--- config.mk ---
export PLATFORM = sky130hd
export DESIGN_NAME = crc16_frame_decoder
export DESIGN_NICKNAME = d
export VERILOG_FILES = /design/src/sv/crcfd_pkg.sv /design/src/sv/crc16_frame_decoder.sv /design/src/sv/crcfd_front.sv /design/src/sv/crcfd_back.sv
export SDC_FILE = /design/constraint.sdc
export NUM_CORES = 1
export LEC_CHECK = 0
export BUFFER_PORTS_ARGS = -buffer_cell sky130_fd_sc_hd__buf_2
export CAP_MARGIN = 30
export CORE_MARGIN = 2
export CORE_UTILIZATION = 35
export DETAILED_ROUTE_END_ITERATION = 10
export PLACE_DENSITY_LB_ADDON = 0.25
export SYNTH_ARGS = -nofsm -noshare
export SYNTH_HDL_FRONTEND = slang
export SYNTH_SLANG_ARGS = --single-unit
--- constraint.sdc ---
create_clock -name i_clk -period 8.45 [get_ports i_clk]
set_clock_uncertainty 0.05 [all_clocks]
set_input_delay 1.69 -clock i_clk [delete_from_list [all_inputs] [get_ports i_clk]]
set_output_delay 1.69 -clock i_clk [all_outputs]
set_load 0.1 [all_outputs]
--- src/sv/crcfd_pkg.sv ---
// crcfd_pkg: shared types, constants and the CRC byte step for crc16_frame_decoder.
// No dependencies.
`default_nettype none

package crcfd_pkg;

    localparam int MAX_PAYLOAD = 64;
    localparam int IDX_W       = $clog2(MAX_PAYLOAD);
    localparam int LEN_W       = IDX_W + 1;
    localparam int MEM_AW      = IDX_W + 1;

    localparam logic [15:0] CRC_POLY = 16'h1021;
    localparam logic [15:0] CRC_INIT = 16'hFFFF;
    localparam logic [15:0] CRC_MSB  = 16'h8000;

    localparam logic [1:0] REG_SOF1    = 2'd0;
    localparam logic [1:0] REG_SOF2    = 2'd1;
    localparam logic [1:0] REG_VERSION = 2'd2;
    localparam logic [1:0] REG_MAXLEN  = 2'd3;

    localparam logic [1:0] ERR_NONE    = 2'd0;
    localparam logic [1:0] ERR_VERSION = 2'd1;
    localparam logic [1:0] ERR_LENGTH  = 2'd2;
    localparam logic [1:0] ERR_CRC     = 2'd3;

    localparam logic KIND_GOOD  = 1'b0;
    localparam logic KIND_ERROR = 1'b1;

    typedef struct packed {
        logic             kind;
        logic [1:0]       err;
        logic [7:0]       ftype;
        logic [15:0]      seq;
        logic [LEN_W-1:0] len;
        logic             bank;
    } t_job;

    typedef struct packed {
        logic push;
        t_job job;
    } t_job_req;

    typedef struct packed {
        logic              en;
        logic [MEM_AW-1:0] addr;
        logic [7:0]        data;
    } t_mem_wr;

    typedef struct packed {
        logic       job_full;
        logic [1:0] busy;
    } t_back_stat;

    typedef struct packed {
        logic             kind;
        logic [1:0]       err;
        logic [7:0]       ftype;
        logic [15:0]      seq;
        logic [LEN_W-1:0] len;
        logic             has_payload;
        logic [IDX_W-1:0] index;
        logic [7:0]       data;
        logic             last;
    } t_result;

    function automatic logic [15:0] crc_byte(input logic [15:0] c_in, input logic [7:0] b);
        logic [15:0] c;
        c = c_in ^ {b, 8'h00};
        for (int i = 0; i < 8; i++) begin
            if ((c & CRC_MSB) != 16'h0000) begin
                c = {c[14:0], 1'b0} ^ CRC_POLY;
            end else begin
                c = {c[14:0], 1'b0};
            end
        end
        return c;
    endfunction

endpackage

`default_nettype wire

--- src/sv/crc16_frame_decoder.sv ---
// crc16_frame_decoder: top level, joins the parser front end and the replay back end.
// Depends on crcfd_pkg, crcfd_front, crcfd_back.
//
// Input channel: one received byte per request on i_rx_byte, taken when push is high
// and full is low. Bytes are taken at one per cycle; full rises only when two frame
// requests already wait, or when payload arrives for a bank still being replayed.
// Result channel: the oldest result sits on the o_* ports while empty is low and is
// taken when pop is high. A good frame gives one result per payload byte (one result
// for an empty payload); a bad version, an oversized length or a CRC mismatch gives
// one error result. The last result of a run has o_last set.
// Once a frame's last byte is taken, its request passes the request queue, the registered
// payload memory read and the result queue before empty falls. With pop held high results
// leave at two per three cycles: a replay step waits while two are in flight.
// Two 64-byte payload banks let a new frame be parsed while the previous one is replayed.
// Configuration: i_cfg_we writes register i_cfg_idx (0 first marker, 1 second marker,
// 2 accepted version, 3 length limit) at once; write only while idle.
// Reset (synchronous, i_rst_n low) returns to marker hunt, empties both queues and
// restores register defaults. A stalled result holds; parsing continues until full.
`default_nettype none

module crc16_frame_decoder import crcfd_pkg::*; (
    input  wire logic             i_clk,
    input  wire logic             i_rst_n,
    input  wire logic             i_cfg_we,
    input  wire logic [1:0]       i_cfg_idx,
    input  wire logic [7:0]       i_cfg_wdata,
    input  wire logic             push,
    output logic                  full,
    input  wire logic [7:0]       i_rx_byte,
    output logic                  empty,
    input  wire logic             pop,
    output logic                  o_result_kind,
    output logic [1:0]            o_error_code,
    output logic [7:0]            o_frame_type,
    output logic [15:0]           o_sequence_res,
    output logic [LEN_W-1:0]      o_payload_length,
    output logic                  o_has_payload,
    output logic [IDX_W-1:0]      o_payload_index,
    output logic [7:0]            o_payload_byte,
    output logic                  o_last
);

    t_job_req   job;
    t_mem_wr    mem_wr;
    t_back_stat stat;
    t_result    res;

    crcfd_front u_front (
        .i_clk       (i_clk),
        .i_rst_n     (i_rst_n),
        .i_cfg_we    (i_cfg_we),
        .i_cfg_idx   (i_cfg_idx),
        .i_cfg_wdata (i_cfg_wdata),
        .i_push      (push),
        .o_full      (full),
        .i_rx_byte   (i_rx_byte),
        .i_stat      (stat),
        .o_job       (job),
        .o_mem_wr    (mem_wr)
    );

    crcfd_back u_back (
        .i_clk    (i_clk),
        .i_rst_n  (i_rst_n),
        .i_job    (job),
        .i_mem_wr (mem_wr),
        .o_stat   (stat),
        .i_pop    (pop),
        .o_empty  (empty),
        .o_res    (res)
    );

    assign o_result_kind    = res.kind;
    assign o_error_code     = res.err;
    assign o_frame_type     = res.ftype;
    assign o_sequence_res   = res.seq;
    assign o_payload_length = res.len;
    assign o_has_payload    = res.has_payload;
    assign o_payload_index  = res.index;
    assign o_payload_byte   = res.data;
    assign o_last           = res.last;

endmodule

`default_nettype wire

--- src/sv/crcfd_front.sv ---
// crcfd_front: byte parser. Hunts for the marker, checks header and CRC,
// writes payload bytes to the back end memory and pushes frame requests. Uses crcfd_pkg.
`default_nettype none

module crcfd_front import crcfd_pkg::*; (
    input  wire logic       i_clk,
    input  wire logic       i_rst_n,
    input  wire logic       i_cfg_we,
    input  wire logic [1:0] i_cfg_idx,
    input  wire logic [7:0] i_cfg_wdata,
    input  wire logic       i_push,
    output logic            o_full,
    input  wire logic [7:0] i_rx_byte,
    input  wire t_back_stat i_stat,
    output t_job_req        o_job,
    output t_mem_wr         o_mem_wr
);

    localparam logic [3:0] PH_SOF1 = 4'd0;
    localparam logic [3:0] PH_SOF2 = 4'd1;
    localparam logic [3:0] PH_VER  = 4'd2;
    localparam logic [3:0] PH_TYPE = 4'd3;
    localparam logic [3:0] PH_SEQL = 4'd4;
    localparam logic [3:0] PH_SEQH = 4'd5;
    localparam logic [3:0] PH_LENL = 4'd6;
    localparam logic [3:0] PH_LENH = 4'd7;
    localparam logic [3:0] PH_DATA = 4'd8;
    localparam logic [3:0] PH_CRCL = 4'd9;
    localparam logic [3:0] PH_CRCH = 4'd10;

    localparam logic [LEN_W-1:0] LIMIT_MAX = LEN_W'(MAX_PAYLOAD);

    logic [7:0]       r_sof1, r_sof2, r_ver, n_sof1, n_sof2, n_ver;
    logic [6:0]       r_maxlen, n_maxlen;
    logic [3:0]       r_phase, n_phase;
    logic [15:0]      r_crc, n_crc;
    logic [7:0]       r_type, n_type;
    logic [7:0]       r_seq_lo, n_seq_lo;
    logic [15:0]      r_seq, n_seq;
    logic [7:0]       r_len_lo, n_len_lo;
    logic [LEN_W-1:0] r_len, n_len;
    logic [LEN_W-1:0] r_cnt, n_cnt;
    logic [7:0]       r_crc_lo, n_crc_lo;
    logic             r_wbank, n_wbank;

    logic             acc;
    logic [15:0]      crc_upd;
    logic [15:0]      len16;
    logic [LEN_W-1:0] limit;
    logic [LEN_W-1:0] cnt_inc;

    assign o_full  = i_stat.job_full || (r_phase == PH_DATA && i_stat.busy[r_wbank]);
    assign acc     = i_push && !o_full;
    assign crc_upd = crc_byte(r_crc, i_rx_byte);
    assign len16   = {i_rx_byte, r_len_lo};
    assign limit   = ({1'b0, r_maxlen} > {1'b0, LIMIT_MAX}) ? LIMIT_MAX : LEN_W'(r_maxlen);
    assign cnt_inc = r_cnt + LEN_W'(1);

    always_comb begin
        n_sof1   = r_sof1;
        n_sof2   = r_sof2;
        n_ver    = r_ver;
        n_maxlen = r_maxlen;
        if (i_cfg_we) begin
            unique case (i_cfg_idx)
                REG_SOF1:    n_sof1   = i_cfg_wdata;
                REG_SOF2:    n_sof2   = i_cfg_wdata;
                REG_VERSION: n_ver    = i_cfg_wdata;
                REG_MAXLEN:  n_maxlen = i_cfg_wdata[6:0];
            endcase
        end
    end

    always_comb begin
        n_phase  = r_phase;
        n_crc    = r_crc;
        n_type   = r_type;
        n_seq_lo = r_seq_lo;
        n_seq    = r_seq;
        n_len_lo = r_len_lo;
        n_len    = r_len;
        n_cnt    = r_cnt;
        n_crc_lo = r_crc_lo;
        n_wbank  = r_wbank;
        o_job    = '0;
        o_mem_wr = '0;
        if (acc) begin
            unique case (r_phase)
                PH_SOF1: begin
                    if (i_rx_byte == r_sof1) n_phase = PH_SOF2;
                end
                PH_SOF2: begin
                    if (i_rx_byte == r_sof2) begin
                        n_phase = PH_VER;
                    end else if (i_rx_byte != r_sof1) begin
                        n_phase = PH_SOF1;
                    end
                end
                PH_VER: begin
                    n_crc   = crc_byte(CRC_INIT, i_rx_byte);
                    n_phase = PH_TYPE;
                    if (i_rx_byte != r_ver) begin
                        o_job.push     = 1'b1;
                        o_job.job.kind = KIND_ERROR;
                        o_job.job.err  = ERR_VERSION;
                        n_phase  = PH_SOF1;
                        n_crc    = '0;
                        n_len    = '0;
                        n_cnt    = '0;
                        n_seq_lo = '0;
                        n_len_lo = '0;
                    end
                end
                PH_TYPE: begin
                    n_crc   = crc_upd;
                    n_type  = i_rx_byte;
                    n_phase = PH_SEQL;
                end
                PH_SEQL: begin
                    n_crc    = crc_upd;
                    n_seq_lo = i_rx_byte;
                    n_phase  = PH_SEQH;
                end
                PH_SEQH: begin
                    n_crc   = crc_upd;
                    n_seq   = {i_rx_byte, r_seq_lo};
                    n_phase = PH_LENL;
                end
                PH_LENL: begin
                    n_crc    = crc_upd;
                    n_len_lo = i_rx_byte;
                    n_phase  = PH_LENH;
                end
                PH_LENH: begin
                    n_crc = crc_upd;
                    n_cnt = '0;
                    if (len16 > {{(16-LEN_W){1'b0}}, limit}) begin
                        o_job.push     = 1'b1;
                        o_job.job.kind = KIND_ERROR;
                        o_job.job.err  = ERR_LENGTH;
                        n_phase  = PH_SOF1;
                        n_crc    = '0;
                        n_len    = '0;
                        n_seq_lo = '0;
                        n_len_lo = '0;
                    end else begin
                        n_len   = len16[LEN_W-1:0];
                        n_phase = (len16 == 16'd0) ? PH_CRCL : PH_DATA;
                    end
                end
                PH_DATA: begin
                    n_crc         = crc_upd;
                    o_mem_wr.en   = 1'b1;
                    o_mem_wr.addr = {r_wbank, r_cnt[IDX_W-1:0]};
                    o_mem_wr.data = i_rx_byte;
                    n_cnt         = cnt_inc;
                    if (cnt_inc >= r_len) n_phase = PH_CRCL;
                end
                PH_CRCL: begin
                    n_crc_lo = i_rx_byte;
                    n_phase  = PH_CRCH;
                end
                PH_CRCH: begin
                    o_job.push = 1'b1;
                    if ({i_rx_byte, r_crc_lo} != r_crc) begin
                        o_job.job.kind = KIND_ERROR;
                        o_job.job.err  = ERR_CRC;
                    end else begin
                        o_job.job.kind  = KIND_GOOD;
                        o_job.job.err   = ERR_NONE;
                        o_job.job.ftype = r_type;
                        o_job.job.seq   = r_seq;
                        o_job.job.len   = r_len;
                        o_job.job.bank  = r_wbank;
                        if (r_len != '0) n_wbank = !r_wbank;
                    end
                    n_phase  = PH_SOF1;
                    n_crc    = '0;
                    n_len    = '0;
                    n_cnt    = '0;
                    n_seq_lo = '0;
                    n_len_lo = '0;
                end
                default: begin
                    n_phase  = PH_SOF1;
                    n_crc    = '0;
                    n_len    = '0;
                    n_cnt    = '0;
                    n_seq_lo = '0;
                    n_len_lo = '0;
                end
            endcase
        end
    end

    always_ff @(posedge i_clk) begin
        if (!i_rst_n) begin
            r_sof1   <= 8'hAA;
            r_sof2   <= 8'h55;
            r_ver    <= 8'h01;
            r_maxlen <= 7'(MAX_PAYLOAD);
            r_phase  <= PH_SOF1;
            r_crc    <= '0;
            r_type   <= '0;
            r_seq_lo <= '0;
            r_seq    <= '0;
            r_len_lo <= '0;
            r_len    <= '0;
            r_cnt    <= '0;
            r_crc_lo <= '0;
            r_wbank  <= 1'b0;
        end else begin
            r_sof1   <= n_sof1;
            r_sof2   <= n_sof2;
            r_ver    <= n_ver;
            r_maxlen <= n_maxlen;
            r_phase  <= n_phase;
            r_crc    <= n_crc;
            r_type   <= n_type;
            r_seq_lo <= n_seq_lo;
            r_seq    <= n_seq;
            r_len_lo <= n_len_lo;
            r_len    <= n_len;
            r_cnt    <= n_cnt;
            r_crc_lo <= n_crc_lo;
            r_wbank  <= n_wbank;
        end
    end

endmodule

`default_nettype wire

--- src/sv/crcfd_back.sv ---
// crcfd_back: frame request queue, double-banked payload memory, replay sequencer
// and result queue. Uses crcfd_pkg.
`default_nettype none

module crcfd_back import crcfd_pkg::*; (
    input  wire logic i_clk,
    input  wire logic i_rst_n,
    input  wire t_job_req i_job,
    input  wire t_mem_wr  i_mem_wr,
    output t_back_stat o_stat,
    input  wire logic i_pop,
    output logic      o_empty,
    output t_result   o_res
);

    t_job             r_jq [2];
    logic             r_jq_wp, r_jq_rp;
    logic [1:0]       r_jq_cnt;
    logic [1:0]       r_busy, n_busy;
    logic [IDX_W-1:0] r_k;
    logic [7:0]       r_mem [2**MEM_AW];
    logic [7:0]       r_mem_q;
    logic             r_rd_v;
    t_result          r_meta;
    t_result          r_of [2];
    logic             r_of_wp, r_of_rp;
    logic [1:0]       r_of_cnt;

    t_job             head;
    logic             jq_v, issue, is_last, good_data, jq_pop, of_pop;
    t_result          meta, of_wdata;

    assign head      = r_jq[r_jq_rp];
    assign jq_v      = (r_jq_cnt != 2'd0);
    assign good_data = (head.kind == KIND_GOOD) && (head.len != '0);
    assign is_last   = (head.kind == KIND_ERROR) || (head.len == '0)
                       || ({1'b0, r_k} == head.len - LEN_W'(1));
    assign issue     = jq_v && (({1'b0, r_of_cnt} + {2'b00, r_rd_v}) < 3'd2);
    assign jq_pop    = issue && is_last;
    assign of_pop    = i_pop && !o_empty;

    assign o_stat.job_full = (r_jq_cnt == 2'd2);
    assign o_stat.busy     = r_busy;

    always_comb begin
        meta             = '0;
        meta.kind        = head.kind;
        meta.err         = head.err;
        meta.ftype       = head.ftype;
        meta.seq         = head.seq;
        meta.len         = head.len;
        meta.has_payload = good_data;
        meta.index       = good_data ? r_k : '0;
        meta.last        = is_last;
    end

    always_comb begin
        of_wdata      = r_meta;
        of_wdata.data = r_meta.has_payload ? r_mem_q : 8'h00;
    end

    always_comb begin
        n_busy = r_busy;
        if (jq_pop && good_data) n_busy[head.bank] = 1'b0;
        if (i_job.push && i_job.job.kind == KIND_GOOD && i_job.job.len != '0) begin
            n_busy[i_job.job.bank] = 1'b1;
        end
    end

    always_ff @(posedge i_clk) begin
        if (i_mem_wr.en) r_mem[i_mem_wr.addr] <= i_mem_wr.data;
        r_mem_q <= r_mem[{head.bank, r_k}];
    end

    always_ff @(posedge i_clk) begin
        if (i_job.push) r_jq[r_jq_wp] <= i_job.job;
        if (issue) r_meta <= meta;
        if (r_rd_v) r_of[r_of_wp] <= of_wdata;
    end

    always_ff @(posedge i_clk) begin
        if (!i_rst_n) begin
            r_jq_wp  <= 1'b0;
            r_jq_rp  <= 1'b0;
            r_jq_cnt <= '0;
            r_busy   <= '0;
            r_k      <= '0;
            r_rd_v   <= 1'b0;
            r_of_wp  <= 1'b0;
            r_of_rp  <= 1'b0;
            r_of_cnt <= '0;
        end else begin
            r_busy <= n_busy;
            r_rd_v <= issue;
            if (i_job.push) r_jq_wp <= !r_jq_wp;
            if (jq_pop) r_jq_rp <= !r_jq_rp;
            r_jq_cnt <= r_jq_cnt + {1'b0, i_job.push} - {1'b0, jq_pop};
            if (issue) r_k <= is_last ? '0 : r_k + IDX_W'(1);
            if (r_rd_v) r_of_wp <= !r_of_wp;
            if (of_pop) r_of_rp <= !r_of_rp;
            r_of_cnt <= r_of_cnt + {1'b0, r_rd_v} - {1'b0, of_pop};
        end
    end

    assign o_empty = (r_of_cnt == 2'd0);
    assign o_res   = r_of[r_of_rp];

    // payload writes never land in a bank that is being replayed
    a_wr_bank_free: assert property (@(posedge i_clk) disable iff (!i_rst_n)
        i_mem_wr.en |-> !r_busy[i_mem_wr.addr[MEM_AW-1]])
        else $error("payload write into busy bank");

    a_job_room: assert property (@(posedge i_clk) disable iff (!i_rst_n)
        i_job.push |-> (r_jq_cnt != 2'd2 || jq_pop))
        else $error("frame request queue overflow");

    a_of_room: assert property (@(posedge i_clk) disable iff (!i_rst_n)
        r_rd_v |-> (r_of_cnt != 2'd2 || of_pop))
        else $error("result queue overflow");

    a_replay_owned: assert property (@(posedge i_clk) disable iff (!i_rst_n)
        (issue && good_data) |-> r_busy[head.bank])
        else $error("replay from bank not holding a frame");

    a_last_pops: assert property (@(posedge i_clk) disable iff (!i_rst_n)
        (issue && is_last) |=> (r_k == '0))
        else $error("replay index not rewound after last request");

endmodule

`default_nettype wire

# Word level (Yosys, flattened, before mapping)
# Memories as Yosys holds them, arrays and structs flattened. A register that Yosys moved wholly into a read port is not among the register bits.
# Index checks and enable logic that the tools add are counted.
# op_classes
addsub	8
bitwise	29
reduce_logical	50
n_mux	79
magnitude_cmp	9
eq_ne	25
# op_table
cell	n
16-bit 2-to-1 mux	18
13-bit 2-to-1 mux	16
32-bit 2-to-1 mux	2
16-bit one-hot mux with 4 select lines	1
8-bit one-hot mux with 4 select lines	2
3-bit inverter	16
7-bit one-hot mux with 3 select lines	2
4-bit one-hot mux with 10 select lines	1
36-bit 2-to-1 mux	1
4-bit 2-to-1 mux	7
8-bit 2-to-1 mux	3
7-bit 2-to-1 mux	3
7-bit nonzero test	3
7-bit OR reduction	3
4-bit by 3-bit equality test with 1-bit output, second input constant	4
8-bit equality test	2
16-bit by 7-bit greater-than comparator with 1-bit output	1
16-bit zero test	1
16-bit inequality test	1
8-bit inequality test	2
16-bit inverter	1
2-bit AND reduction	8
4-bit AND reduction	4
16-bit bitwise XOR	1
41 further kinds	97
# totals
memories	3
out_inout_bits	52
reg_bits	173
ram_bits	1194
# mem_list
memory	depth	word_bits	rd	rd_clocked_by_memory_dff	wr	line	text
u_back.r_mem	128	8	1	1	1	crcfd_back.sv:21	logic [7:0] r_mem [2**MEM_AW];
u_back.r_of	2	50	1	1	1	crcfd_back.sv:25	t_result r_of [2];
u_back.r_jq	2	35	1	1	1	crcfd_back.sv:16	t_job r_jq [2];

# Longest topological paths before layout
# Gate-level depths: netlist of the first run.
# depth
depth_word	35
ltp_mapped	16

# Modules after synthesis
# From an unflattened synthesis of the first run, not the netlist that was laid out.
# hier_totals
cells_unflattened	2916
hier_area_um2	54873.9
# by_module_without_submodules
mod	cells_per_inst	area_per_inst_um2	seq_area_each_um2	n_inst
crcfd_back	2168	48396.4	37656.1	1
crcfd_front	748	6477.5	2282.2	1

# Worst setup path before layout of the first run
# Ideal clock, no wire load.
# synth_timing
path_type	input-to-reg
startpoint	in i_rx_byte[5]
endpoint	mem u_back.r_jq[0][0] (netlist bit), enable pin
cell_stages	7
t_arrival_ps	4591
setup_time_ps	433
setup_slack_ps	3377
path_cell_list	buf_2 nor4_1 nand2_1 a21oi_1 or3b_2 a31oi_1 nor2b_1
# synth_via
elab_chain_cells	6
word_cells_on_any_way	8
cone_classes	1 x order compare; 1 x eq/ne; 6 x mux
# synth_rtl
item	line	text
start, declared	crc16_frame_decoder.sv:29	input wire logic [7:0] i_rx_byte,
16-bit by 7-bit greater-than comparator with 1-bit output / 8-bit inequality test (equally long branches)	crcfd_front.sv:137, crcfd_front.sv:102	
4-bit 2-to-1 mux (on tied branches)	crcfd_front.sv:137, crcfd_front.sv:102	
4-bit one-hot mux with 3 select lines (*)	crcfd_front.sv:88	unique case (r_phase)
36-bit 2-to-1 mux (*)	crcfd_front.sv:87	if (acc) begin
1-bit 2-to-1 mux (*)	crcfd_back.sv:76	if (i_job.push) r_jq[r_jq_wp] <= i_job.job;
1-bit 2-to-1 mux (implied by the code) (*)	crcfd_back.sv:76	
end, declared	crcfd_back.sv:16	
# Mark *: on every way between the ends. The rest lies on a longest branch, timed or not.

# Worst setup path in the final report of the first run
# layout_timing
startpoint	reg u_front.r_phase[3]
endpoint	mem u_back.r_mem[69][5], enable pin
# layout_via
elab_chain_cells	8
word_cells_on_any_way	9
cone_classes	1 x eq/ne; 4 x mux; 4 x reduce/logical
# layout_rtl
item	line	text
start, declared	crcfd_front.sv:35	logic [3:0] r_phase, n_phase;
start signal, assigned	crcfd_front.sv:217	r_phase <= n_phase;
4-bit equality test (*)	crcfd_front.sv:52, crcfd_front.sv:88	
1-bit logical AND	crcfd_front.sv:52	assign o_full = i_stat.job_full || (r_phase == PH_DATA && i_stat.busy[r_wbank]);
1-bit logical OR	crcfd_front.sv:52	
1-bit zero test	crcfd_front.sv:53	assign acc = i_push && !o_full;
1-bit logical AND	crcfd_front.sv:53	
16-bit 2-to-1 mux (*)	crcfd_front.sv:87	
1-bit 2-to-1 mux	crcfd_back.sv:71	if (i_mem_wr.en) r_mem[i_mem_wr.addr] <= i_mem_wr.data;
1-bit 2-to-1 mux (implied by the code)	crcfd_back.sv:71	
end, declared	crcfd_back.sv:21	
# Marks and branches as above.

==> results.tsv, run 1 <==
stage	metric	value	unit
run_status	status	completed	
power	Flop pwr share	50.0	%
sta	setup TNS	0	ps
synth	post-synth cell types	60	
setup_path	cell mode on critical path	nor2_1	
power	Psw	0.00392	W
clock_network	Hold-fix buffers, CTS	0	
setup_path	critical path required time	8770	ps
synth	Syn Nets	2863	
global_route	GRT Residual Overflow	0	
synth	top_reg_cell synth	edfxtp_1	
power	Final Total Pwr	0.0155	W
sta	final setup margin	3670	ps
synth	Seq/Total Area, Yosys	73.3	%
clock_network	Clk pin slew, worst setup/hold paths	60	ps
setup_path	WP data arrival	5100	ps
placement	worst slack, placed	3150	ps
placement	gpl congestion	0.813	
synth	Syn Inst Count	2819	
floorplanning	core area	154000	um^2
sta	RSZ-0062 raised after global routing	no	
run	max-cap violations	0	
setup_path	Worst path slowest cell	nand3_2	
floorplanning	num rows	144	
synth	Compound-Gate Fraction of Synth Area	1.60	%
finish	# diodes	0	
power	Internal	0.0116	W
synth	mux share of post-synthesis cell area	16.8	%
setup_path	crit path cell chain	nor4b_2 -> nand2_1 -> nor2_1 -> nand3_2 -> nor2_1	
floorplanning	Die Area	159000	um^2
setup_path	Max stage delay on crit path	990	ps
finish	share of the core filled with cells	40.0	%
setup_path	Crit Path Category	flop to flop	
floorplanning	Die Y	399	um
synth	Synth Area in Simple Gates	4.94	%
synth	dominant cell type by area after synthesis	edfxtp_1	
power	clock power share	38.5	%
power	Max VDD drop	0.180	mV
placement	DP HPWL	80500	um
sta	Achievable Freq	0.209	GHz
power	pwr dens	251	nW/um^2
synth	Avg Cell Area, Syn	19.3	um^2
global_route	vias in the first global route	27249	
synth	Synth Area in XOR/XNOR	1.53	%
setup_path	CP top delay family	simple AND/OR/NAND/NOR gates	
min_path	worst min path class	flop to flop	
synth	largest family of logic cells by synthesized area	multiplexers	
synth	Synth top area share	68.1	%
sta	Rel. slew slack	29.0	%
finish	most frequent cells in the layout	edfxtp_1, mux4_2, nor2_1, clkbuf_16, dfxtp_1	
setup_path	Buf/Inv on CP	0	
global_route	first-pass GRT wire length	191000	um
sta	clock period minus worst slack	4780	ps
clock_network	clk_lat worst skew	770	ps
sta	final worst path period share	56.5	%
global_route	largest net degree at the start of global routing	153	
finish	# nets final	2975	
route	post-DR wirelength/cell	25.3	um
clock_network	TritonCTS buffer count	139	
sta	Final setup violation count	0	
synth	FFs w/ async S/R, synth	0	%
floorplanning	starting density of the core	35.3	%
clock_network	CTS tree	built	
floorplanning	chip width	399	um
route	DR DRC count	0	
setup_path	R2R Setup Slk	3670	ps
setup_path	worst-path maximum fanout	19	
route	vias per cell	5.22	
clock_network	Resized Gates After CTS	0	
global_route	Global Route Usage Sum	16.3	%
synth	Yosys reg bits	1377	
finish	layout cells sized above 1	25.8	%
finish	# fillers	13515	
route	WL final	129000	um
synth	number of synthesized flops with an enable pin	1236	
route	Iter 0 DRT Violations	2430	
synth	Netlist Area Pre-Place	54500	um^2
sta	final hold vios	0	
clock_network	H-Tree Depth	4	
global_route	initial antenna violation count	6	
sta	Final Max Tran Viols	0	
finish	Area Growth Syn to Fin	13.5	%
clock_network	clk root buf	clkbuf_16	
sta	Tightest Pin Transition	1060	ps
power	combinational power share	11.5	%
clock_network	postcts setup bufs	0	
clock_network	Clock Tree Buf Depth	3	
floorplanning	io pins	75	
placement	PortBufs	74	
synth	adder-cell share of the synthesized area	0.482	%
setup_path	Worst setup SP type	flop	
synth	yosys warns	0	
synth	largest cells by area after synthesis	edfxtp_1, mux4_2, dfxtp_1, mux2_2, nor2_1	
route	Post-DRT Antenna Nets	0	
finish	most common cell after layout, fill and taps aside	edfxtp_1	
route	via count	26545	
power	Lkg Pwr	16.1	nW
route	First-pass DRT Iterations	5	
power	Sw Share	25.3	%
setup_path	Worst setup EP type	flop	
clock_network	# clock sinks	1377	
[power by group through the flow]
| stage | Clock [W] | Sequential, W | Combinational (W) |
|---|---|---|---|
| global placement | 0 | 0.00793 | 0.00173 |
| detailed placement | 0 | 0.00795 | 0.00175 |
| CTS | 0.00611 | 0.00780 | 0.00176 |
| floorplan | 0 | 0.00785 | 0.00147 |
| global route | 0.00636 | 0.00779 | 0.00189 |
| finish | 0.00597 | 0.00777 | 0.00178 |
[worst register-to-register path, stage by stage (launching register included)]
cell	delay (ps)
dfxtp_1	670
nor4b_2	740
nand2_1	190
nor2_1	810
nand3_2	1000
nor2_1	930
[per-stage QoR]
stage          std cells  hold WS (ps)  instance area, um^2
6_report            5083           396                61800
5_1_grt             5083           407                61800
4_1_cts             5078           397                61700
3_5_place_dp        4829           384                57300
3_3_place_gp        4821           376                57100
2_1_floorplan       2819           371                54500
[worst paths after layout]
check                           depth (start not counted)                 from                   to
worst max-delay path                                    5   u_front.r_phase[3]  u_back.r_mem[69][5]
worst min-delay path                                    0  u_back.of_wdata[31]   u_back.r_of[1][31]
worst max register to register                          5   u_front.r_phase[3]  u_back.r_mem[69][5]
worst min register to register                          0  u_back.of_wdata[31]   u_back.r_of[1][31]
[Yosys cell counts (3+ instances only)]
master / count
xor2_1: 36
mux2i_1: 60
nand4_1: 11
mux2_2: 88
a21oi_1: 30
and3b_1: 4
mux4_2: 336
clkbuf_1: 89
or3_1: 3
inv_1: 21
nor3_1: 15
nor2b_1: 71
nor4_1: 22
nand2_1: 98
nor4b_1: 3
o211ai_1: 5
buf_4: 10
nand3_1: 28
nor2_1: 170
xnor2_1: 54
and3_1: 5
dfxtp_1: 141
o21a_1: 5
a22oi_1: 16
buf_1: 31
buf_2: 19
o21ai_1: 3
edfxtp_1: 1236
a31oi_1: 4
or2_2: 14
o21ai_0: 26
ha_1: 21
nor3b_1: 5
and2_1: 63
nand2b_1: 15
a21boi_0: 24
[layer usage]
metal,up-vias,GRT usage (%),wire length (um)
met1,14051,22.9,56400
met5,-,0,11
met4,2,4.29,2530
met2,868,26.4,62700
met3,159,2.72,6890
li1,11465,-,-
[flip-flops by register name, indices dropped and copies added (netlist names), 16 cells and up, named ones only]
register,count
u_back.r_mem,1024
u_back.r_of,100
u_back.r_jq,70
u_back.of_wdata,42
u_front.r_crc,16
u_front.r_seq,16
[logic make-up after synthesis]
family / after synthesis
adder cells (fa/ha/maj): 21
flip-flops: 1377
multiplexers: 485
buffers and inverters: 172
AO/OA/AOI/OAI: 134
XOR/XNOR: 92
AND/OR/NAND/NOR: 538
[layout make-up]
type / count / area, um^2 / area share (%)
Multi-Input combinational cell: 1270 / 13900 / 22.5
Inverter: 22 / 82.6 / 0.134
Sequential cell: 1377 / 40000 / 64.6
Timing Repair Buffer: 121 / 917 / 1.48
Clock buffer: 177 / 3760 / 6.08
Tap cell: 2044 / 2560 / 4.14
Clock inverter: 72 / 651 / 1.05
Power figures use the tool's default switching activity.
==> run 2: changes to the inputs <==
Clock period 8.45 ns to 4.5 ns, I/O delays scaled along.
==> run 2 against run 1 <==
Critical path depth up 2. Sequential power up 88%. Maximum frequency is 23% higher. Combinational power grew 88%. Critical path type unchanged. Via count rose by 1.5%. Largest cell class unchanged. Total power rose by 91%. Die area is the same. Clock power grew 96%. Wire length about the same. Core utilization up 0.58 points.
==> results.tsv, run 2 (synthesized netlist as in run 1, its figures left out) <==
stage	metric	value	unit	change
run_status	status	completed		
floorplanning	core area	154000	um^2	unchanged
clock_network	postcts setup bufs	0		unchanged
finish	layout cells sized above 1	27.7	%	+1.9 points
clock_network	clk root buf	clkbuf_16		
setup_path	Worst Setup SP	u_front.r_phase[3]		
global_route	initial antenna violation count	4		-2
setup_path	worst-path maximum fanout	19		unchanged
power	pwr dens	473	nW/um^2	+88%
finish	Area Growth Syn to Fin	15.1	%	
floorplanning	io pins	75		unchanged
setup_path	critical path required time	4850	ps	-3920 ps
run	max-cap violations	0		unchanged
placement	gpl congestion	0.814		+0.16%
setup_path	Worst setup EP type	flop		
placement	DP HPWL	81000	um	+0.54%
min_path	Hold Path Origin	i_cfg_wdata[0]		
finish	flip-flop count of the largest register after layout	1024		unchanged
sta	Final setup violation count	0		unchanged
clock_network	Resized Gates After CTS	0		unchanged
finish	fin cells	5176		+1.8%
setup_path	R2R Setup Slk	630	ps	-3050 ps
floorplanning	chip width	399	um	unchanged
route	via count	26944		+1.5%
sta	RSZ-0062 raised after global routing	no		
floorplanning	starting density of the core	35.3	%	unchanged
sta	Rel. slew slack	35.6	%	+6.6 points
setup_path	WP data arrival	4220	ps	-880 ps
sta	Achievable Freq	0.258	GHz	+23%
sta	Final Max Tran Viols	0		unchanged
placement	PortBufs	74		unchanged
route	First-pass DRT Iterations	5		unchanged
global_route	grt met3 use	2.87	%	+0.15 points
power	Max VDD drop	0.401	mV	+120%
finish	# nets final	3057		+2.8%
clock_network	H-Tree Depth	4		unchanged
global_route	GR Util met1	22.0	%	-0.85 points
clock_network	Clk pin slew, worst setup/hold paths	60	ps	about the same
setup_path	R2R cell count	7		+2
global_route	first-pass GRT wire length	190000	um	-0.35%
sta	clock period minus worst slack	3870	ps	-903 ps
route	WL final	128000	um	about the same
min_path	Hold Crit Depth	3		+3
route	post-DR wirelength/cell	24.8	um	-1.9%
placement	dpl cells	4911		+1.7%
setup_path	FF-to-FF End	u_back.r_mem[21][3]		
route	vias per cell	5.21		-0.32%
clock_network	CTS tree	built		
global_route	vias in the first global route	27797		+2.0%
setup_path	Worst setup SP type	flop		
min_path	WHS Endpoint	u_front.r_ver[0]		
finish	most common cell after layout, fill and taps aside	edfxtp_1		
sta	Tightest Pin Transition	962	ps	-98.3 ps
global_route	GR peak layer	met2		
floorplanning	Die Area	159000	um^2	unchanged
clock_network	Clock Tree Buf Depth	3		unchanged
global_route	Global Route Usage Sum	16.3	%	-0.040 points
sta	final hold vios	0		unchanged
clock_network	Hold-fix buffers, CTS	0		unchanged
finish	Largest Register	u_back.r_mem		
finish	most frequent cells in the layout	edfxtp_1, mux4_2, nor2_1, clkbuf_16, dfxtp_1		
clock_network	clk_lat worst skew	770	ps	about the same
floorplanning	Die Y	399	um	unchanged
clock_network	# clock sinks	1377		unchanged
min_path	worst min path class	input port to flop		
sta	final worst path period share	86.1	%	+30 points
finish	Largest regs	u_back.r_mem: 1024 flops, u_back.r_of: 100 flops, u_back.r_jq: 70 flops		
floorplanning	num rows	144		unchanged
power	Final Total Pwr	0.0297	W	+91%
clock_network	TritonCTS buffer count	144		+3.6%
power	Lkg Pwr	16.7	nW	+3.2%
route	DR DRC count	0		unchanged
global_route	met2 Use GR	26.8	%	+0.43 points
sta	setup TNS	0	ps	unchanged
route	Post-DRT Antenna Nets	0		unchanged
sta	final setup margin	626	ps	-3050 ps
global_route	largest net degree at the start of global routing	129		-16%
route	Iter 0 DRT Violations	2574		+5.9%
global_route	GRT Residual Overflow	0		unchanged
setup_path	Crit Path Category	flop to flop		
placement	worst slack, placed	586	ps	-2560 ps
setup_path	r2r startpoint	u_front.r_phase[3]		
run 2: cell count changes in the layout (fill, tap and decap cells not counted), moves of 4 or more:
cell | before | now
diode_2 | 0 | 5
nand3_2 | 4 | 0
buf_16 | 7 | 0
buf_12 | 4 | 24
buf_4 | 35 | 98
clkbuf_16 | 144 | 148
nand3_1 | 24 | 28
clkinv_2 | 21 | 26
run 2: how the worst max path moves through the flow:
stage                                endpoint  cells after the start
final                     u_back.r_mem[21][3]                      7
after global routing      u_back.r_mem[18][1]                      7
after CTS                                full                      4
after detailed placement  u_back.r_mem[21][4]                      7
after global placement    u_back.r_mem[23][5]                      7
after floorplan             u_back.r_jq[0][0]                      7
run 2: layout make-up:
type | instances | area, um^2
multi-input cells | 1270 | 13900
diodes | 5 | 12.5
clock buffers | 184 | 3870
fillers | 13442 | 91700
inverters | 22 | 82.6
flip-flops and latches | 1377 | 40000
repair buffers | 198 | 1610
well taps | 2044 | 2560
clock inverters | 76 | 759
run 2: power by group:
group          leakage (nW)  total, W  switching (W)  internal (W)
combinational          4.26   0.00335        0.00240      0.000951
sequential             10.1    0.0146       0.000274        0.0144
clock                  2.26    0.0117        0.00488       0.00679
total                  16.7    0.0297        0.00755        0.0221
run 2: per-layer routing:
| metal | vias to the layer above | wire (um) | share of wire (%) |
|---|---|---|---|
| li1 | 11671 | - | - |
| met1 | 14257 | 54600 | 43 |
| met2 | 839 | 63700 | 50 |
| met3 | 177 | 7170 | 5.6 |
| met4 | 0 | 2930 | 2.3 |
| met5 | - | 0 | 0 |
run 2: worst max-delay path, stage by stage (launching register included):
cell and delay [ps]:
dfxtp_1 680, nor4b_2 310, buf_4 200, nand3_1 90
buf_4 200, nor3_1 660, nand2_1 570, nor2_1 730
run 2: metrics by stage:
step                util [%]  cell area (um^2)  hold WS (ps)
finish                  40.6             62700           390
global route            40.6             62700           369
CTS                     40.6             62700           319
detailed placement      37.6             58100           381
global placement        37.6             58100           374
floorplan                  -             54500           371
